## config.mk

```make
export PLATFORM = sky130hd
export DESIGN_NAME = nms_cell
export DESIGN_NICKNAME = d
export VERILOG_FILES = /design/src/rtl/nms_pkg.sv /design/src/rtl/nms_cell.sv
export SDC_FILE = /design/constraint.sdc
export NUM_CORES = 1
export LEC_CHECK = 0
export CAP_MARGIN = 20
export CORE_AREA = 4 4 78 80
export DETAILED_ROUTE_END_ITERATION = 12
export DIE_AREA = 0 0 82 84
export DONT_BUFFER_PORTS = 1
export PLACE_DENSITY = 0.66
export SLEW_MARGIN = 25
export SYNTH_ARGS = -nofsm -noshare
export SYNTH_HDL_FRONTEND = slang
export SYNTH_SLANG_ARGS = --single-unit
```

## constraint.sdc

```tcl
create_clock -name clk -period 2.2 [get_ports clk]
set_input_delay 0.22 -clock clk [delete_from_list [all_inputs] [get_ports clk]]
set_output_delay 0.22 -clock clk [all_outputs]
set_load 0.1 [all_outputs]
```

## src/rtl/nms_pkg.sv

```systemverilog
// Shared types and constants for the box suppression block.
// Used by the ring cells, the overlap unit and the top level.
package nms_pkg;

  localparam int MAX_BOXES_DEF = 32;
  localparam int IDX_W         = 6;
  localparam int UNIT_STAGES   = 4;
  localparam int RANK_W        = 5;
  localparam logic [RANK_W-1:0] RANK_LAST = 5'd31;
  localparam logic [15:0] THR_RESET = 16'd32768;

  typedef struct packed {
    logic             alive;
    logic [IDX_W-1:0] idx;
    logic [15:0]      x;
    logic [15:0]      y;
    logic [15:0]      w;
    logic [15:0]      h;
    logic [15:0]      conf;
    logic [7:0]       cls;
  } box_t;

  typedef struct packed {
    logic shift;
    logic clear;
    logic flush;
  } ring_ctl_t;

  typedef enum logic [1:0] {
    ST_LOAD,
    ST_PASS,
    ST_EMIT,
    ST_CLEAR
  } state_t;

endpackage

```

## src/rtl/nms_cell.sv

```systemverilog
// One ring cell holding a stored box and its alive flag.
// Depends on nms_pkg.
module nms_cell
  import nms_pkg::*;
(
  input  logic      clk,
  input  logic      rst_n,
  input  ring_ctl_t ctl,
  input  box_t      d_in,
  output box_t      q
);

  box_t q_r;

  always_ff @(posedge clk) begin
    if (!rst_n || ctl.clear) begin
      q_r.alive <= 1'b0;
    end else if (ctl.shift) begin
      q_r <= d_in;
    end
  end

  assign q = q_r;

endmodule

```

* Yosys cells after proc, flatten, opt, wreduce, memory -nomap -nowiden
Cells that the tools add are included.
W data, S select, Z words.
** Word-level totals
- Bits in registers :: 95
- Input bits :: 100
- Output and inout bits :: 95
- Word-level logic and storage cells :: 12
** Operators by class
- Bitwise operators :: 1
- Reduce and logical (&&, ||, !) cells :: 3
** Operators by type and width (number)
- $reduce_and A2 Y1 :: 1
- $logic_not A1 Y1 :: 1
- $logic_or A1 B1 Y1 :: 1
- $not A1 Y1 :: 1

* Logic depth before layout (Yosys ltp)
- Depth after elaboration :: 4
- Gate-level depth with buffers :: 2
- Mapped depth without buffers :: 2

* Worst setup path after synthesis
Ideal clock, no wire load.
- Kind :: input-to-reg
- Start :: input port ctl[1] (netlist bit)
- End :: register q_r, in the netlist q[0], enable pin
- Setup time :: 0.411 ns
- Data arrival time :: 1.491 ns
- Data required time :: 1.789 ns
- Path slack :: 0.298 ns
- Cell stages on the path :: 1
- Path through :: and3b_2
** Between the ends
- Cells in the longest elaborated chain, start to end :: 3
** RTL lines
- start: declaration :: RTL line nms_cell.sv:8 : input ring_ctl_t ctl,
- $logic_or A1 B1 Y1 :: RTL line nms_cell.sv:16 : if (!rst_n || ctl.clear) begin
- $not A1 Y1 (no line)
- $reduce_and A2 Y1 (no line)
- end signal: assignment :: RTL line nms_cell.sv:19 : q_r <= d_in;
- end: declaration :: RTL line nms_cell.sv:13 : box_t q_r;
Every way passes these cells.
A chain may end at the register's enable or synchronous reset.

* Final worst setup path
- Start :: register q_r, in the netlist q[27]
- End :: output port q[27] (netlist bit)
** RTL lines
- end: declaration :: RTL line nms_cell.sv:10 : output box_t q
No word-level cell between the ends.

==> impl_results.md <==
* WHS Path Cells at 1
* Crit path cell chain: buf_4
* Starting Density at 53.19%
* Hold violation count in the final report at 0
* Initial antenna violation count at 0
* Sw frac at 31.39%
* Maximum clock path buffer count at 2
* Synthesized area per cell at 29.34 sq um
* Final setup TNS at 0 ps
* Clk slew on worst S/H paths at 90 ps
* Unique masters post-synth at 5
* Top cells by area, synth: edfxtp_1 (98%), dfxtp_1 (0.70%), nor3b_2 (0.44%), and3b_2 (0.35%), mux2i_1 (0.35%)
* # IOs at 195
* Post-Route Utilization at 89.63%
* Setup CP Type: flop to output port
* Clock group share of total power at 26.8%
* Worst Path Max Fanout at 1
* Register bit total from synthesis at 95
* Psw at 0.001291 W
* Vias in the first global route at 2053
* NumNets Final at 401
* Post-synth EDFFs at 94
* Synth warn at 0
* CP top delay family: flip-flops
* Largest net degree at the start of global routing at 51
* Power, Total at 0.004112 W
* Comb pwr share at 21.9%
* Max Cap Viol at 0
* Worst Path Buf+Inv at 1
* Residual DRC at 0
* Final Setup Violations at 0
* Max reg flops at 95
* Synth Instances at 98
* Chip height at 84 um
* RePlAce Congestion at 0.7049
* CORE AREA at 5405 sq um
* Hold slack at 48.75 ps
* Post-CTS Setup Inserts at 0
* Clock skew at 0 ps
* Syn nets at 198
* Status: complete, no violations
* Worst EP required at 1980 ps
* Crit path time final at 1249 ps
* Clock root buffer: clkbuf_8
* Max Slew Vio Count at 0
* Synth area leader: edfxtp_1
* Htree depth at 3
* CP endpoint kind: output port
* CTS buffer count at 9
* Tightest Pin Transition at 594.9 ps
* Port bufs at 0
* Async set-reset flop share out of synthesis at 0%
* Clock sinks at 95
* Share of post-route cells with drive strength above 1 at 37.58%
* Crit share post-route at 56.75%
* Post-Syn Area at 2875 sq um
* Placed Instance Area at 3696 sq um
* Int Power at 0.002822 W
* CTS tree: yes
* Crit path DAT at 1030 ps
* Antenna-violating nets left at 0
* Drt total wl at 8127 um
* Hold Path Class: input port to flop
* Drt first pass iters at 4
* Peak supply drop at 0.6918 mV
* RSZ-0062 raised after global routing: no
* Pleak at 1.836 nW
* GRT Overall Usage at 24.63%
* Worst skew pair latency at 340 ps
* Rows at 27
* Antenna cells at 0
* Share of power burned in registers at 51.4%
* CP Depth at 1
* Rel. slew slack at 60.34%
* Vias at 1802
* WL/cell at 21.50 um
* Max Fclk at 800.9 MHz
* Synth Flop Type: edfxtp_1
* Share of the synthesized area in the top cell type at 98.17%
* Most numerous cell in the Yosys netlist: edfxtp_1
* Starting DRT DRC Count at 68
* Worst r2r path cells at 3
* Worst path slowest cell: edfxtp_1
* Avg Vias per Cell at 4.767
* GRT overflow at 0
* First-pass GRT wire length at 11650 um
* Slowest stage delay, CP at 370 ps
* Syn-to-layout area delta at 68.49%
* Die W at 82 um
* Die ar. at 6888 sq um
* Post-route cell area at 4845 sq um
* Seq/Total Area, Yosys at 98.87%
* Startpoint Class: flop
* Post-synth top cells: edfxtp_1 (94), and3b_2 (1), dfxtp_1 (1), mux2i_1 (1), nor3b_2 (1)
* Power Dens Cells at 848.9 nW/um^2
[kinds of logic after synthesis]
kind of cell | count (synthesis) | synth area share [%]
muxes | 1 | 0.3481
DFF | 95 | 98.87
and+or+nand+nor | 2 | 0.7832
[metrics by stage]
stage	setup WS, ps	std cells
6_report	951.4	378
5_1_grt	904.9	378
4_1_cts	962.8	378
3_5_place_dp	816.2	267
3_3_place_gp	855.7	267
2_1_floorplan	298.0	98
[final cells by class]
type / instances / area, sq um
Timing Repair Buffer: 192 / 1679
Clock inverter: 7 / 73.82
Multi-Input combinational cell: 3 / 35.03
Fill cell: 202 / 560.5
Clock buffer: 9 / 123.9
Sequential cell: 95 / 2843
Tap cell: 72 / 90.09
[path summary, 6_finish.rpt]
| check | endpoint | startpoint | slack (ps) |
|---|---|---|---|
| max | q[27] | q[27] | 950 |
| min | q[94] | rst_n | 50 |
| max reg2reg | q[94] | q[94] | 1210 |
| min reg2reg | q[94] | q[94] | 840 |
[cell usage in the layout (no fill, tap or decap), types with 4 or more instances in the layout]
master / Yosys / layout
buf_4: 0 / 97
dlygate4sd3_1: 0 / 95
edfxtp_1: 94 / 94
clkbuf_8: 0 / 9
clkinvlp_4: 0 / 4
[metal layers]
layer	global-route usage, %	wire length, um	up-vias
li1	-	-	800
met1	21.97	2392	830
met2	43.94	4481	135
met3	9.935	858	37
met4	15.26	395	0
met5	0	0	-
[power by group through the flow]
| stage | combinational [W] | clock [W] | sequential [W] |
|---|---|---|---|
| after floorplan | 0.0000205 | 0 | 0.00274 |
| after detailed placement | 0.000754 | 0 | 0.00215 |
| after global routing | 0.000918 | 0.00122 | 0.00212 |
| after global placement | 0.000752 | 0 | 0.00214 |
| after CTS | 0.000892 | 0.00111 | 0.00211 |
| final | 0.000900 | 0.00110 | 0.00211 |
[timing repair]
item	4_1_cts	5_1_grt
hold endpoints to repair	95	0
gates resized for setup	0	0
endpoints found under the setup margin	0	0
hold buffers	95	0
Note: power is estimated with default switching activity, not from simulation.
